--- src/design/weq_pkg.sv ---
// Shared types and constants for the windowed event queue.
// Used by the channel interfaces and by the queue module.
`timescale 1ns / 1ps
`default_nettype none

package weq_pkg;

   // Defaults for the top level parameters
   localparam int QUEUE_DEPTH_DEF = 16;
   localparam int TIME_BITS_DEF   = 48;

   // Fixed payload widths of the channels
   localparam int EVENT_TIME_W = 48;
   localparam int DATA_W       = 64;
   localparam int LEN_W        = 16;
   localparam int SPACE_W      = 8;
   localparam int OFFSET_W     = 16;
   localparam int PEND_W       = 5;
   localparam int DROP_W       = 32;

   // Request command codes
   typedef enum logic {
      CMD_PUSH  = 1'b0,
      CMD_DRAIN = 1'b1
   } cmd_type;

   // Response word kinds
   typedef enum logic [1:0] {
      KIND_EVENT = 2'd0,
      KIND_DONE  = 2'd1,
      KIND_FULL  = 2'd2
   } kind_type;

endpackage

`default_nettype wire

--- src/design/weq_req_if.sv ---
// Request channel of the windowed event queue: valid/ready plus request word.
// Depends on weq_pkg.
`timescale 1ns / 1ps
`default_nettype none

interface weq_req_if;
   import weq_pkg::*;

   logic                    valid;
   logic                    ready;
   cmd_type                 cmd;
   logic [EVENT_TIME_W-1:0] event_time;
   logic [DATA_W-1:0]       event_data;
   logic [EVENT_TIME_W-1:0] window_start;
   logic [LEN_W-1:0]        window_length;
   logic [SPACE_W-1:0]      out_space;

   modport source (
      output valid, cmd, event_time, event_data, window_start, window_length, out_space,
      input  ready
   );

   modport sink (
      input  valid, cmd, event_time, event_data, window_start, window_length, out_space,
      output ready
   );

endinterface

`default_nettype wire

--- src/design/weq_rsp_if.sv ---
// Response channel of the windowed event queue: valid/ready plus response word.
// Depends on weq_pkg.
`timescale 1ns / 1ps
`default_nettype none

interface weq_rsp_if;
   import weq_pkg::*;

   logic                valid;
   logic                ready;
   kind_type            kind;
   logic [OFFSET_W-1:0] time_offset;
   logic [DATA_W-1:0]   out_data;
   logic [PEND_W-1:0]   pending_count;
   logic [DROP_W-1:0]   dropped_total;
   logic                last;

   modport source (
      output valid, kind, time_offset, out_data, pending_count, dropped_total, last,
      input  ready
   );

   modport sink (
      input  valid, kind, time_offset, out_data, pending_count, dropped_total, last,
      output ready
   );

endinterface

`default_nettype wire

--- src/design/weq_ram.sv ---
// Generic single write port, single read port RAM with registered read data.
// No dependencies.
`timescale 1ns / 1ps
`default_nettype none

module weq_ram #(
   parameter  int WIDTH  = 8,
   parameter  int DEPTH  = 16,
   localparam int ADDR_W = (DEPTH > 1) ? $clog2(DEPTH) : 1
) (
   input  logic              clock,
   input  logic              wr_en,
   input  logic [ADDR_W-1:0] wr_addr,
   input  logic [WIDTH-1:0]  wr_data,
   input  logic [ADDR_W-1:0] rd_addr,
   output logic [WIDTH-1:0]  rd_data
);

   logic [WIDTH-1:0] mem [DEPTH];
   logic [WIDTH-1:0] rd_data_ff;

   // Write port and registered read port
   always_ff @(posedge clock) begin
      if (wr_en) begin
         mem[wr_addr] <= wr_data;
      end
      rd_data_ff <= mem[rd_addr];
   end

   assign rd_data = rd_data_ff;

endmodule

`default_nettype wire

--- src/design/windowed_event_queue.sv ---
// Windowed event queue: a bounded ring of timestamped events with a
// drop-oldest overflow policy and a windowed drain.
// Depends on weq_pkg, weq_req_if, weq_rsp_if and weq_ram.
//
// Usage:
//  - req_chan carries push and drain words (valid/ready). A push gives no
//    response; ready stays high, so pushes can follow back to back.
//  - A drain gives the in-window events in queue order on rsp_chan, then one
//    status word with last set (done, or stopped because output was full).
//  - A drain walks the ring twice through one read port and one window
//    compare unit: a counting pass to learn the final fill level (reported
//    on every word of the drain), then an emit/compact pass. Each entry goes
//    through a read state and an evaluate state in each pass, and the emit
//    pass holds while a response is stalled; ready is low for the whole drain.
//  - rsp_chan is driven from an output register. When the receiver stalls,
//    the sequencer holds on the pending word and resumes when it is taken.
//  - Reset empties the queue and clears the drop counter; no clearing pass
//    is needed since only filled slots are ever read.
`timescale 1ns / 1ps
`default_nettype none

module windowed_event_queue #(
   parameter int QUEUE_DEPTH = weq_pkg::QUEUE_DEPTH_DEF,
   parameter int TIME_BITS   = weq_pkg::TIME_BITS_DEF
) (
   input  logic          clock,
   input  logic          reset,
   weq_req_if.sink       req_chan,
   weq_rsp_if.source     rsp_chan
);

   import weq_pkg::*;

   localparam int IDX_W  = (QUEUE_DEPTH > 1) ? $clog2(QUEUE_DEPTH) : 1;
   localparam int CNT_W  = $clog2(QUEUE_DEPTH + 1);
   localparam int SLOT_W = TIME_BITS + DATA_W;
   localparam int WIDE_W = TIME_BITS + EVENT_TIME_W;
   localparam int CMP_W  = CNT_W + SPACE_W;
   localparam int PX_W   = CNT_W + PEND_W;

   typedef enum logic [1:0] {
      ST_IDLE,
      ST_READ,
      ST_EVAL,
      ST_STATUS
   } state_type;

   // Ring index add with wrap at the queue depth
   function automatic logic [IDX_W-1:0] ring_add(input logic [IDX_W-1:0] a,
                                                 input logic [IDX_W-1:0] b);
      logic [IDX_W:0] sum;
      sum = {1'b0, a} + {1'b0, b};
      if (sum >= (IDX_W+1)'(QUEUE_DEPTH)) begin
         sum = sum - (IDX_W+1)'(QUEUE_DEPTH);
      end
      return sum[IDX_W-1:0];
   endfunction

   state_type state_ff, state_in;
   logic      pass2_ff, pass2_in;
   logic      blocked_ff, blocked_in;
   logic [IDX_W-1:0] rd_ff, rd_in;
   logic [IDX_W-1:0] head_ff, head_in;
   logic [CNT_W-1:0] wr_ff, wr_in;
   logic [CNT_W-1:0] sent_ff, sent_in;
   logic [CNT_W-1:0] pend_ff, pend_in;
   logic [CNT_W-1:0] count_ff, count_in;
   logic [DROP_W-1:0] drops_ff, drops_in;
   logic [TIME_BITS-1:0] start_ff, start_in;
   logic [LEN_W-1:0] len_ff, len_in;
   logic [SPACE_W-1:0] space_ff, space_in;

   logic                rsp_valid_ff, rsp_valid_in;
   kind_type            rsp_kind_ff, rsp_kind_in;
   logic [OFFSET_W-1:0] rsp_offset_ff, rsp_offset_in;
   logic [DATA_W-1:0]   rsp_data_ff, rsp_data_in;
   logic [PEND_W-1:0]   rsp_pend_ff, rsp_pend_in;
   logic [DROP_W-1:0]   rsp_drops_ff, rsp_drops_in;
   logic                rsp_last_ff, rsp_last_in;

   logic              mem_we;
   logic [IDX_W-1:0]  mem_waddr;
   logic [SLOT_W-1:0] mem_wdata;
   logic [IDX_W-1:0]  mem_raddr;
   logic [SLOT_W-1:0] mem_rdata;

   logic [WIDE_W-1:0]    ev_wide;
   logic [WIDE_W-1:0]    start_wide;
   logic [TIME_BITS-1:0] slot_t;
   logic [DATA_W-1:0]    slot_d;
   logic [TIME_BITS:0]   diff;
   logic                 older;
   logic                 in_win;
   logic                 block_hit;
   logic                 keep;
   logic                 emit;
   logic                 last_entry;
   logic                 out_free;
   logic                 full;
   logic [CNT_W-1:0]     wr_step;
   logic [PX_W-1:0]      pend_wide;

   // Slot storage: {time, data} per entry
   weq_ram #(
      .WIDTH (SLOT_W),
      .DEPTH (QUEUE_DEPTH)
   ) u_slots (
      .clock   (clock),
      .wr_en   (mem_we),
      .wr_addr (mem_waddr),
      .wr_data (mem_wdata),
      .rd_addr (mem_raddr),
      .rd_data (mem_rdata)
   );

   // Times are kept to TIME_BITS bits
   assign ev_wide    = WIDE_W'(req_chan.event_time);
   assign start_wide = WIDE_W'(req_chan.window_start);

   // Walk address follows the read pointer
   assign mem_raddr = ring_add(head_ff, rd_ff);

   // Shared window compare unit on the slot just read
   assign slot_t    = mem_rdata[SLOT_W-1:DATA_W];
   assign slot_d    = mem_rdata[DATA_W-1:0];
   assign diff      = {1'b0, slot_t} - {1'b0, start_ff};
   assign older     = diff[TIME_BITS];
   assign in_win    = !older && (diff[TIME_BITS-1:OFFSET_W] == '0) &&
                      (diff[OFFSET_W-1:0] < len_ff);
   assign block_hit = !blocked_ff && in_win && (CMP_W'(sent_ff) >= CMP_W'(space_ff));
   assign keep      = blocked_ff || (!older && !in_win) || block_hit;
   assign emit      = !blocked_ff && in_win && !block_hit;

   assign last_entry = (CNT_W'(rd_ff) + CNT_W'(1)) == count_ff;
   assign wr_step    = wr_ff + CNT_W'(keep);
   assign out_free   = !rsp_valid_ff || rsp_chan.ready;
   assign full       = count_ff == CNT_W'(QUEUE_DEPTH);
   assign pend_wide  = PX_W'(pend_ff);

   // Sequencer next state
   always_comb begin
      state_in      = state_ff;
      pass2_in      = pass2_ff;
      blocked_in    = blocked_ff;
      rd_in         = rd_ff;
      head_in       = head_ff;
      wr_in         = wr_ff;
      sent_in       = sent_ff;
      pend_in       = pend_ff;
      count_in      = count_ff;
      drops_in      = drops_ff;
      start_in      = start_ff;
      len_in        = len_ff;
      space_in      = space_ff;
      rsp_valid_in  = rsp_valid_ff && !rsp_chan.ready;
      rsp_kind_in   = rsp_kind_ff;
      rsp_offset_in = rsp_offset_ff;
      rsp_data_in   = rsp_data_ff;
      rsp_pend_in   = rsp_pend_ff;
      rsp_drops_in  = rsp_drops_ff;
      rsp_last_in   = rsp_last_ff;
      mem_we        = 1'b0;
      mem_waddr     = ring_add(head_ff, wr_ff[IDX_W-1:0]);
      mem_wdata     = {slot_t, slot_d};

      case (state_ff)
         ST_IDLE: begin
            if (req_chan.valid) begin
               if (req_chan.cmd == CMD_PUSH) begin
                  // Append; a full ring overwrites its oldest slot
                  mem_we    = 1'b1;
                  mem_wdata = {ev_wide[TIME_BITS-1:0], req_chan.event_data};
                  if (full) begin
                     mem_waddr = head_ff;
                     head_in   = ring_add(head_ff, IDX_W'(1));
                     if (drops_ff != '1) begin
                        drops_in = drops_ff + DROP_W'(1);
                     end
                  end else begin
                     mem_waddr = ring_add(head_ff, count_ff[IDX_W-1:0]);
                     count_in  = count_ff + CNT_W'(1);
                  end
               end else begin
                  start_in   = start_wide[TIME_BITS-1:0];
                  len_in     = req_chan.window_length;
                  space_in   = req_chan.out_space;
                  pass2_in   = 1'b0;
                  blocked_in = 1'b0;
                  rd_in      = '0;
                  wr_in      = '0;
                  sent_in    = '0;
                  if (count_ff == '0) begin
                     pend_in  = '0;
                     state_in = ST_STATUS;
                  end else begin
                     state_in = ST_READ;
                  end
               end
            end
         end

         ST_READ: begin
            // Read data lands next cycle
            state_in = ST_EVAL;
         end

         ST_EVAL: begin
            if (!pass2_ff) begin
               // Counting pass: learn the final fill level
               wr_in = wr_step;
               if (emit) begin
                  sent_in = sent_ff + CNT_W'(1);
               end
               if (block_hit) begin
                  blocked_in = 1'b1;
               end
               state_in = ST_READ;
               if (last_entry) begin
                  pend_in    = wr_step;
                  pass2_in   = 1'b1;
                  rd_in      = '0;
                  wr_in      = '0;
                  sent_in    = '0;
                  blocked_in = 1'b0;
               end else begin
                  rd_in = rd_ff + IDX_W'(1);
               end
            end else if (!emit || out_free) begin
               // Emit pass: send in-window entries, compact kept ones
               if (keep) begin
                  mem_we = 1'b1;
                  wr_in  = wr_step;
               end
               if (emit) begin
                  sent_in       = sent_ff + CNT_W'(1);
                  rsp_valid_in  = 1'b1;
                  rsp_kind_in   = KIND_EVENT;
                  rsp_offset_in = diff[OFFSET_W-1:0];
                  rsp_data_in   = slot_d;
                  rsp_pend_in   = pend_wide[PEND_W-1:0];
                  rsp_drops_in  = drops_ff;
                  rsp_last_in   = 1'b0;
               end
               if (block_hit) begin
                  blocked_in = 1'b1;
               end
               if (last_entry) begin
                  state_in = ST_STATUS;
               end else begin
                  rd_in    = rd_ff + IDX_W'(1);
                  state_in = ST_READ;
               end
            end
         end

         ST_STATUS: begin
            // Closing status word and commit of the new fill level
            if (out_free) begin
               rsp_valid_in  = 1'b1;
               rsp_kind_in   = blocked_ff ? KIND_FULL : KIND_DONE;
               rsp_offset_in = '0;
               rsp_data_in   = '0;
               rsp_pend_in   = pend_wide[PEND_W-1:0];
               rsp_drops_in  = drops_ff;
               rsp_last_in   = 1'b1;
               count_in      = pend_ff;
               pass2_in      = 1'b0;
               state_in      = ST_IDLE;
            end
         end

         default: begin
            state_in = ST_IDLE;
         end
      endcase
   end

   // State and registered outputs
   always_ff @(posedge clock) begin
      if (reset) begin
         state_ff     <= ST_IDLE;
         pass2_ff     <= 1'b0;
         blocked_ff   <= 1'b0;
         head_ff      <= '0;
         count_ff     <= '0;
         drops_ff     <= '0;
         rsp_valid_ff <= 1'b0;
      end else begin
         state_ff     <= state_in;
         pass2_ff     <= pass2_in;
         blocked_ff   <= blocked_in;
         head_ff      <= head_in;
         count_ff     <= count_in;
         drops_ff     <= drops_in;
         rsp_valid_ff <= rsp_valid_in;
      end
      rd_ff         <= rd_in;
      wr_ff         <= wr_in;
      sent_ff       <= sent_in;
      pend_ff       <= pend_in;
      start_ff      <= start_in;
      len_ff        <= len_in;
      space_ff      <= space_in;
      rsp_kind_ff   <= rsp_kind_in;
      rsp_offset_ff <= rsp_offset_in;
      rsp_data_ff   <= rsp_data_in;
      rsp_pend_ff   <= rsp_pend_in;
      rsp_drops_ff  <= rsp_drops_in;
      rsp_last_ff   <= rsp_last_in;
   end

   assign req_chan.ready         = state_ff == ST_IDLE;
   assign rsp_chan.valid         = rsp_valid_ff;
   assign rsp_chan.kind          = rsp_kind_ff;
   assign rsp_chan.time_offset   = rsp_offset_ff;
   assign rsp_chan.out_data      = rsp_data_ff;
   assign rsp_chan.pending_count = rsp_pend_ff;
   assign rsp_chan.dropped_total = rsp_drops_ff;
   assign rsp_chan.last          = rsp_last_ff;

endmodule

`default_nettype wire
--- src/flat_wrapper.sv ---
// flat-port wrapper written by rule: the top's interface ports become plain ports
module windowed_event_queue_flat import weq_pkg::*;
#(
   parameter int QUEUE_DEPTH = weq_pkg::QUEUE_DEPTH_DEF,
   parameter int TIME_BITS   = weq_pkg::TIME_BITS_DEF
)
  (clock, reset, req_chan_valid, req_chan_cmd, req_chan_event_time, req_chan_event_data, req_chan_window_start, req_chan_window_length, req_chan_out_space, req_chan_ready, rsp_chan_valid, rsp_chan_kind, rsp_chan_time_offset, rsp_chan_out_data, rsp_chan_pending_count, rsp_chan_dropped_total, rsp_chan_last, rsp_chan_ready);
  weq_req_if req_chan_i ();
  weq_rsp_if rsp_chan_i ();
  input  logic clock;
  input  logic reset;
  input wire logic [$bits(req_chan_i.valid)-1:0] req_chan_valid;
  input wire logic [$bits(req_chan_i.cmd)-1:0] req_chan_cmd;
  input wire logic [$bits(req_chan_i.event_time)-1:0] req_chan_event_time;
  input wire logic [$bits(req_chan_i.event_data)-1:0] req_chan_event_data;
  input wire logic [$bits(req_chan_i.window_start)-1:0] req_chan_window_start;
  input wire logic [$bits(req_chan_i.window_length)-1:0] req_chan_window_length;
  input wire logic [$bits(req_chan_i.out_space)-1:0] req_chan_out_space;
  output wire logic [$bits(req_chan_i.ready)-1:0] req_chan_ready;
  output wire logic [$bits(rsp_chan_i.valid)-1:0] rsp_chan_valid;
  output wire logic [$bits(rsp_chan_i.kind)-1:0] rsp_chan_kind;
  output wire logic [$bits(rsp_chan_i.time_offset)-1:0] rsp_chan_time_offset;
  output wire logic [$bits(rsp_chan_i.out_data)-1:0] rsp_chan_out_data;
  output wire logic [$bits(rsp_chan_i.pending_count)-1:0] rsp_chan_pending_count;
  output wire logic [$bits(rsp_chan_i.dropped_total)-1:0] rsp_chan_dropped_total;
  output wire logic [$bits(rsp_chan_i.last)-1:0] rsp_chan_last;
  input wire logic [$bits(rsp_chan_i.ready)-1:0] rsp_chan_ready;
  assign req_chan_i.valid = req_chan_valid;
  assign req_chan_i.cmd = req_chan_cmd;
  assign req_chan_i.event_time = req_chan_event_time;
  assign req_chan_i.event_data = req_chan_event_data;
  assign req_chan_i.window_start = req_chan_window_start;
  assign req_chan_i.window_length = req_chan_window_length;
  assign req_chan_i.out_space = req_chan_out_space;
  assign req_chan_ready = req_chan_i.ready;
  assign rsp_chan_valid = rsp_chan_i.valid;
  assign rsp_chan_kind = rsp_chan_i.kind;
  assign rsp_chan_time_offset = rsp_chan_i.time_offset;
  assign rsp_chan_out_data = rsp_chan_i.out_data;
  assign rsp_chan_pending_count = rsp_chan_i.pending_count;
  assign rsp_chan_dropped_total = rsp_chan_i.dropped_total;
  assign rsp_chan_last = rsp_chan_i.last;
  assign rsp_chan_i.ready = rsp_chan_ready;
  windowed_event_queue #(.QUEUE_DEPTH(QUEUE_DEPTH), .TIME_BITS(TIME_BITS)) u_core (.clock(clock), .reset(reset), .req_chan(req_chan_i), .rsp_chan(rsp_chan_i));
endmodule
--- config.mk ---
export PLATFORM = sky130hd
export DESIGN_NAME = windowed_event_queue_flat
export DESIGN_NICKNAME = d
export VERILOG_FILES = /design/src/design/weq_pkg.sv /design/src/design/weq_req_if.sv /design/src/design/weq_rsp_if.sv /design/src/design/weq_ram.sv /design/src/design/windowed_event_queue.sv /design/src/flat_wrapper.sv
export SDC_FILE = /design/constraint.sdc
export NUM_CORES = 2
export LEC_CHECK = 0
export BUFFER_PORTS_ARGS = -buffer_cell sky130_fd_sc_hd__buf_2
export CAP_MARGIN = 20
export CORE_MARGIN = 5
export CORE_UTILIZATION = 55
export DETAILED_ROUTE_END_ITERATION = 6
export GPL_TIMING_DRIVEN = 0
export PLACE_DENSITY = 0.72
export SETUP_SLACK_MARGIN = 0.05
export SYNTH_ARGS = -nofsm -noshare
export SYNTH_HDL_FRONTEND = slang
export SYNTH_SLANG_ARGS = --single-unit
--- constraint.sdc ---
create_clock -name clock -period 15.55 [get_ports clock]
set_input_delay 3.11 -clock clock [delete_from_list [all_inputs] [get_ports clock]]
set_output_delay 3.11 -clock clock [all_outputs]
set_load 0.01 [all_outputs]
### Word level (Yosys, flattened, before mapping)

Memory sizes are Yosys's and may differ from the RTL's. A register that Yosys moved wholly into a read port is not among the register bits.
Cells that the tools add are included.

* add/sub/neg operators: 15
* $mul: 0
* div/mod/pow operators: 0
* $lt $le $gt $ge: 6
* equal/unequal tests: 20
* shift-type cells: 0
* muxes and demuxes: 103
* bitwise operators: 1
* reductions and logical operators: 36

Operator list (number)
* 112-bit two-way mux: 3
* 64-bit two-way mux: 4
* 32-bit two-way mux: 4
* 64-bit one-hot mux with 2 select lines: 1
* 5-bit two-way mux: 22
* 16-bit two-way mux: 4
* 32-bit one-hot mux with 2 select lines: 1
* 4-bit two-way mux: 14
* 5-bit one-hot mux with 2 select lines: 5
* 48-bit by 48-bit subtractor with 49-bit output: 1
* 32-bit by 1-bit adder with 32-bit output (second input constant): 1
* 32-bit logical NOT: 1
* 32-bit != test (second input constant): 1
* 16-bit one-hot mux with 2 select lines: 1
* 5-bit AND reduction: 5
* 1-bit two-way mux: 24
* 2-bit two-way mux: 12
* 5-bit greater-or-equal comparator (second input constant): 4
* 16-bit < comparator: 1
* 4-bit AND reduction: 4
* 4-bit by 1-bit subtractor with 4-bit output (second input constant): 4
* 4-bit by 4-bit adder with 5-bit output: 3
* 2-bit by 1-bit != test with 1-bit output (second input constant): 6
* 4-bit by 1-bit adder with 5-bit output (second input constant): 2
* other kinds (25): 53

* register bits: 257
* bits in latches: 0
* RAM bits: 1792
* memory bits (read-only): 0
* input port bits: 189
* output and inout port bits: 122
* logic and storage cells: 202
* memories kept: 1

Memory list
* u_core.u_slots.mem: depth 16, bits a word 112, rd ports 1, clocked after Yosys merged registers in 1, wr ports 1, RTL line weq_ram.sv:19 `logic [WIDTH-1:0] mem [DEPTH];`

### Depth between registers and ports, before layout

* word-level depth: 15
* gate-level depth with buffers: 25
* depth with buffers taken out: 24

### Cells and area by module

Synthesis repeated with hierarchy kept, for this count alone.

* cell total of the unflattened synthesis: 4528
* area, all modules: 84390.9 sq um

Modules (own cells, without submodules)
* weq_ram: times used 1, cells an instance 2864, area an instance 69168.8 sq um, sequential area each 56053.8 sq um
* windowed_event_queue: times used 1, cells an instance 1664, area an instance 15222.1 sq um, sequential area each 7257.0 sq um

### Worst setup path before layout

OpenSTA, ideal clock, no wires.

* kind: register to register
* from: reg u_core.u_slots.rd_data_ff[64], in the netlist u_core.u_slots.rd_data[64], read port of u_core.u_slots.mem
* to: reg u_core.rsp_drops_ff[0], in the netlist u_core.rsp_chan.dropped_total[0] (enable)
* setup time: 0.641 ns
* arrival: 10.200 ns
* data required time: 14.909 ns
* slack: 4.709 ns
* stages on the path, launching flop included: 23
* buffers on the path: 2
* clock period less this slack: 10.841 ns
* cell sequence: dfxtp_1 inv_1 ha_1 inv_1 fa_1 a211oi_1 o21ai_1 a211o_1 a21boi_0 xor2_1 ha_1 nand4_1 nor2_1 nand2_1 a31oi_1 or4_1 nor4_1 nand4_1 or3_1 buf_2 or4_4 buf_6 o22ai_1

* elaborated cells between the ends (all ways): 15
* classes of those cells: add/sub: 1; order compare: 1; eq/ne: 2; reduce/logical: 11

RTL lines
* start: declaration: RTL line weq_ram.sv:20 `logic [WIDTH-1:0] rd_data_ff;`
* 48-bit by 48-bit subtractor with 49-bit output *: RTL line windowed_event_queue.sv:126 `assign diff = {1'b0, slot_t} - {1'b0, start_ff};`
* via u_core.diff[14]: RTL line windowed_event_queue.sv:91 `logic [TIME_BITS:0] diff;`
* 16-bit < comparator *: RTL line windowed_event_queue.sv:129 `(diff[OFFSET_W-1:0] < len_ff);`
* 1-bit logical AND *: RTL line windowed_event_queue.sv:128 `assign in_win = !older && (diff[TIME_BITS-1:OFFSET_W] == '0) &&`
* 1-bit logical AND *: RTL line windowed_event_queue.sv:130, windowed_event_queue.sv:132
* 1-bit logical AND: RTL line windowed_event_queue.sv:130 `assign block_hit = !blocked_ff && in_win && (CMP_W'(sent_ff) >= CMP_W'(space_ff));`
* 1-bit logical NOT: RTL line windowed_event_queue.sv:132 `assign emit = !blocked_ff && in_win && !block_hit;`
* 1-bit logical AND *: RTL line windowed_event_queue.sv:132
* 1-bit logical NOT: RTL line windowed_event_queue.sv:228 `end else if (!emit || out_free) begin`
* 1-bit logical OR: RTL line windowed_event_queue.sv:228
* 2-bit by 1-bit != test with 1-bit output (no line)
* 5-bit AND reduction (no line) *
* end signal: assignment: RTL line windowed_event_queue.sv:308 `rsp_drops_ff <= rsp_drops_in;`
* end: declaration: RTL line windowed_event_queue.sv:78 `logic [DROP_W-1:0] rsp_drops_ff, rsp_drops_in;`

The timed path passes the listed nets; every way through them passes the cells marked *.
A chain may end at the register's enable or synchronous reset.

### Worst setup path after layout

* from: reg u_core.u_slots.rd_data_ff[64], in the netlist u_core.u_slots.rd_data[64], read port of u_core.u_slots.mem
* to: mem u_core.u_slots.mem[14][57] in the netlist's numbering (enable)

* elaborated cells between the ends (all ways): 22
* classes of those cells: add/sub: 1; order compare: 1; mux: 6; reduce/logical: 14

RTL lines
* 48-bit by 48-bit subtractor with 49-bit output *: RTL line windowed_event_queue.sv:126
* via u_core.diff[14]: RTL line windowed_event_queue.sv:91
* 16-bit < comparator *: RTL line windowed_event_queue.sv:129
* 1-bit logical AND *: RTL line windowed_event_queue.sv:128
* 1-bit logical AND: RTL line windowed_event_queue.sv:130, windowed_event_queue.sv:132
* 1-bit logical AND: RTL line windowed_event_queue.sv:130
* 1-bit logical NOT: RTL line windowed_event_queue.sv:132
* 1-bit logical AND: RTL line windowed_event_queue.sv:132
* 1-bit logical NOT: RTL line windowed_event_queue.sv:228
* 1-bit logical OR: RTL line windowed_event_queue.sv:228
* 1-bit two-way mux *: RTL line windowed_event_queue.sv:228
* 1-bit two-way mux *: RTL line windowed_event_queue.sv:208 `if (!pass2_ff) begin`
* 1-bit one-hot mux with 2 select lines *: RTL line windowed_event_queue.sv:166 `case (state_ff)`
* 1-bit two-way mux *: RTL line weq_ram.sv:24 `if (wr_en) begin`
* 1-bit two-way mux (not written as such) *: RTL line weq_ram.sv:25 `mem[wr_addr] <= wr_data;`
* end: declaration: RTL line weq_ram.sv:19

Marks and branches as above.

==> results_dict.tcl <==
set metrics [dict create \
    p_switching_mw 3.67 \
    critPathKind "flop to flop" \
    fin_skew_ps 27.7 \
    die_area_sq_um 163000 \
    switching_share_pct 25.7 \
    synthArstFlopShare_pct 0 \
    dp_hpwl_um 143000 \
    synth.distinct_cells 80 \
    clock.fmax_ghz 0.138 \
    hold_class "flop to flop" \
    gp_congestion 0.876 \
    fin_crit_ps 7270 \
    clk_path_buf_depth 3 \
    firstDrtPassIters 7 \
    slew_headroom_pct 20.4 \
    die_w_um 404 \
    cts_resized 0 \
    worstPathArrival_ps 7840 \
    routedWlPerCell_um 28.0 \
    htree_levels 4 \
    seq_area_frac_synth_pct 74.2 \
    finalWorstSetupSlack_ps 8280 \
    pwr-share-clk_pct 35.7 \
    grt_max_degree 30 \
    fin_crit_sh_pct 46.7 \
    start_kind "flop" \
    hp-start "u_core.pend_ff[2]" \
    portBuffers 310 \
    area.growth.synth_to_final_pct 15.9 \
    fill_cells 10400 \
    syn_avg_cell_area_sq_um 17.4 \
    combPwrFrac_pct 15.1 \
    initial_utilization_pct 55.3 \
    clk_latency_ps 830 \
    cts_root_buf "clkbuf_16" \
    timing_worst_slew_pin_value_ps 1190 \
    synth-edff-count 2003 \
    syn_nets 5175 \
    holdPathStages 0 \
    drt-total-wl_um 217000 \
    finalPower_mw 14.3 \
    netlist_area_sq_um 85300 \
    grt_pass1_vias 48000 \
    worst-r2r-cell-count 25 \
    powerDensity_nw_per_um2 144 \
    hold_viol_final 0 \
    cts-hold-fix-buffers 0 \
    yosysWarnings 0 \
    drc 0 \
    ir_drop_mv 0.102 \
    p_leak_nw 33.6 \
    cts_tree "built" \
    multi_input_area_sq_um 20900 \
    synth_flop_cell "edfxtp_1" \
    grt_use_total_pct 26.5 \
    post_cts_buffers 0 \
    antenna_found_initial 9 \
    grt_pass1_wl_um 318000 \
    fp.dieH_um 404 \
    route.vias.total 47700 \
    endpoint_kind "flop" \
    max_cap_violations 0 \
    worstPathRequired_ps 16120 \
    holdWs_ps 471 \
    outcome "complete, no violations" \
    coreArea_sq_um 154000 \
    drt_iter0_drc 5289 \
    rsz0062_at_grt "false" \
    vias_per_cell 6.14 \
    place_ws_ps 8270 \
    critPathLaunch "u_core.u_slots.rd_data[64]" \
    seqPwrFrac_pct 49.2 \
    slew_violations 0 \
    cp_max_fo 22 \
    drive_gt1_share_pct 22.3 \
    reg2reg_from "u_core.u_slots.rd_data[64]" \
    overflow 0 \
    setup_viol 0 \
    fp-row-count 144 \
    top_level_ports 311 \
    netlist_instances 4897 \
    fin_util_pct 64.1 \
    cts.sinks 2161 \
    ys_seq_elements 2161 \
    clk_pin_slew_ps 60 \
    regArea_sq_um 63300 \
    p_int_mw 10.6 \
    numCtsBuffers 203 \
    postRouteAntennaNets 0 \
    nets 5814 \
]
## flip-flops by register name (all words and copies together) (netlist names)
register	count
u_core.blocked_ff	1
u_core.count_ff	5
u_core.drops_ff	32
u_core.head_ff	4
u_core.len_ff	16
u_core.pass2_ff	1
u_core.pend_ff	5
u_core.rd_ff	4
u_core.rsp_chan.dropped_total	32
u_core.rsp_chan.kind	2
u_core.rsp_chan.last	1
u_core.rsp_chan.out_data	64
u_core.rsp_chan.pending_count	5
u_core.rsp_chan.time_offset	16
u_core.rsp_chan.valid	1
u_core.sent_ff	5
u_core.space_ff	8
u_core.start_ff	48
u_core.state_ff	2
u_core.u_slots.mem	1792
u_core.u_slots.rd_data	112
u_core.wr_ff	5
## kinds of logic after synthesis
group	count (synthesis)	share of synthesized area [%]
buffers and inverters	330	1.50
adder cells (fa/ha/maj)	89	1.34
AO/OA/AOI/OAI	385	3.03
XOR/XNOR	79	0.811
flip-flops	2161	74.2
multiplexers	460	12.0
AND/OR/NAND/NOR	1393	7.16
## cell usage in the layout (no fill, tap or decap), types with 11 or more instances in the layout
master	instances
o21a_1	17
buf_16	15
a21o_1	17
clkinv_2	37
and2_1	88
nand2_1	904
buf_8	22
nand3_1	34
nor3_1	16
dfxtp_1	158
a21oi_1	79
clkinv_1	32
buf_2	321
edfxtp_1	2003
a31oi_1	123
inv_1	87
xor2_1	46
mux4_2	448
nor2_4	16
clkbuf_16	211
nor2_1	108
buf_12	77
o21ai_0	46
nand4_1	41
clkbuf_1	198
clkinvlp_4	11
ha_1	85
bufinv_16	23
and3_1	119
xnor2_1	32
nor2b_1	13
nor4_1	14
buf_1	59
clkbuf_8	22
## stage by stage
step / cells / setup TNS (ps) / instance area, sq um
after floorplan: 4897 / 0 / 85300
after global placement: 7251 / -1397300 / 89400
after detailed placement: 7358 / 0 / 91700
after CTS: 7743 / 0 / 98600
after global routing: 7760 / 0 / 98900
final: 7765 / 0 / 98900
## critical path, cell delays in order (launching register included)
cell	delay [ps]
dfxtp_1	300
inv_1	290
ha_1	240
inv_1	60
fa_1	420
a211oi_1	330
o21ai_1	200
a211o_1	360
a21boi_0	160
xor2_1	280
ha_1	290
nand4_1	110
nor2_1	80
nand2_1	140
a31oi_1	120
or4_1	570
nor4_1	230
nand4_1	170
or3_1	460
buf_2	190
o41a_4	500
a41oi_2	550
nor2_4	280
buf_16	250
buf_12	190
buf_12	180
## cell usage after synthesis (9+ instances only)
cell | number | share of area (%)
a21oi_1 | 79 | 0.46
and3_1 | 119 | 0.87
ha_1 | 85 | 1.2
xnor2_1 | 33 | 0.34
o21ai_0 | 46 | 0.27
o21a_1 | 17 | 0.15
nand2b_1 | 9 | 0.066
nand4_1 | 41 | 0.30
mux2i_1 | 10 | 0.12
nor2_1 | 124 | 0.55
a21o_1 | 17 | 0.15
o211ai_1 | 10 | 0.088
edfxtp_1 | 2003 | 70
xor2_1 | 46 | 0.47
mux4_2 | 448 | 12
nor3_1 | 17 | 0.10
buf_2 | 11 | 0.065
dfxtp_1 | 158 | 3.7
inv_1 | 87 | 0.38
a31oi_1 | 123 | 0.90
nand3_1 | 34 | 0.20
nand2_1 | 904 | 4.0
and2_1 | 88 | 0.65
clkbuf_1 | 169 | 0.74
buf_1 | 59 | 0.26
nor4_1 | 14 | 0.10
nor2b_1 | 13 | 0.095
## cell type report
type / count / share of cell area [%]
buffer: 243 / 0.971
sequential: 2161 / 64.0
tap: 2044 / 2.59
multi-input combinational: 2406 / 21.1
clock buffer: 269 / 5.78
inverter: 87 / 0.330
clock inverter: 116 / 1.22
antenna: 5 / 0.0126
timing repair buffer: 434 / 3.98
## power by group through the flow
stage / clock (mW) / sequential, mW / combinational, mW
6_report: 5.11 / 7.02 / 2.15
5_1_grt: 5.40 / 7.04 / 2.34
4_1_cts: 5.15 / 7.02 / 2.13
3_5_place_dp: 0 / 7.14 / 2.11
3_3_place_gp: 0 / 7.17 / 2.01
2_1_floorplan: 0 / 7.09 / 1.37
## final timing paths
check	to	slack, ps
max	u_core.u_slots.mem[14][57]	8280
min	u_core.rsp_chan.pending_count[2]	470
min reg2reg	u_core.rsp_chan.pending_count[2]	470
max reg2reg	u_core.u_slots.mem[14][57]	8280
## per-layer routing
layer	vias up	GRT usage [%]	share of wire, %
met4	4	8.75	3.3
met1	24500	37.2	40
met3	398	4.90	8.5
met5	-	0	0.010
met2	2439	42.9	49
li1	20400	-	-
Power figures use the tool's default switching activity.
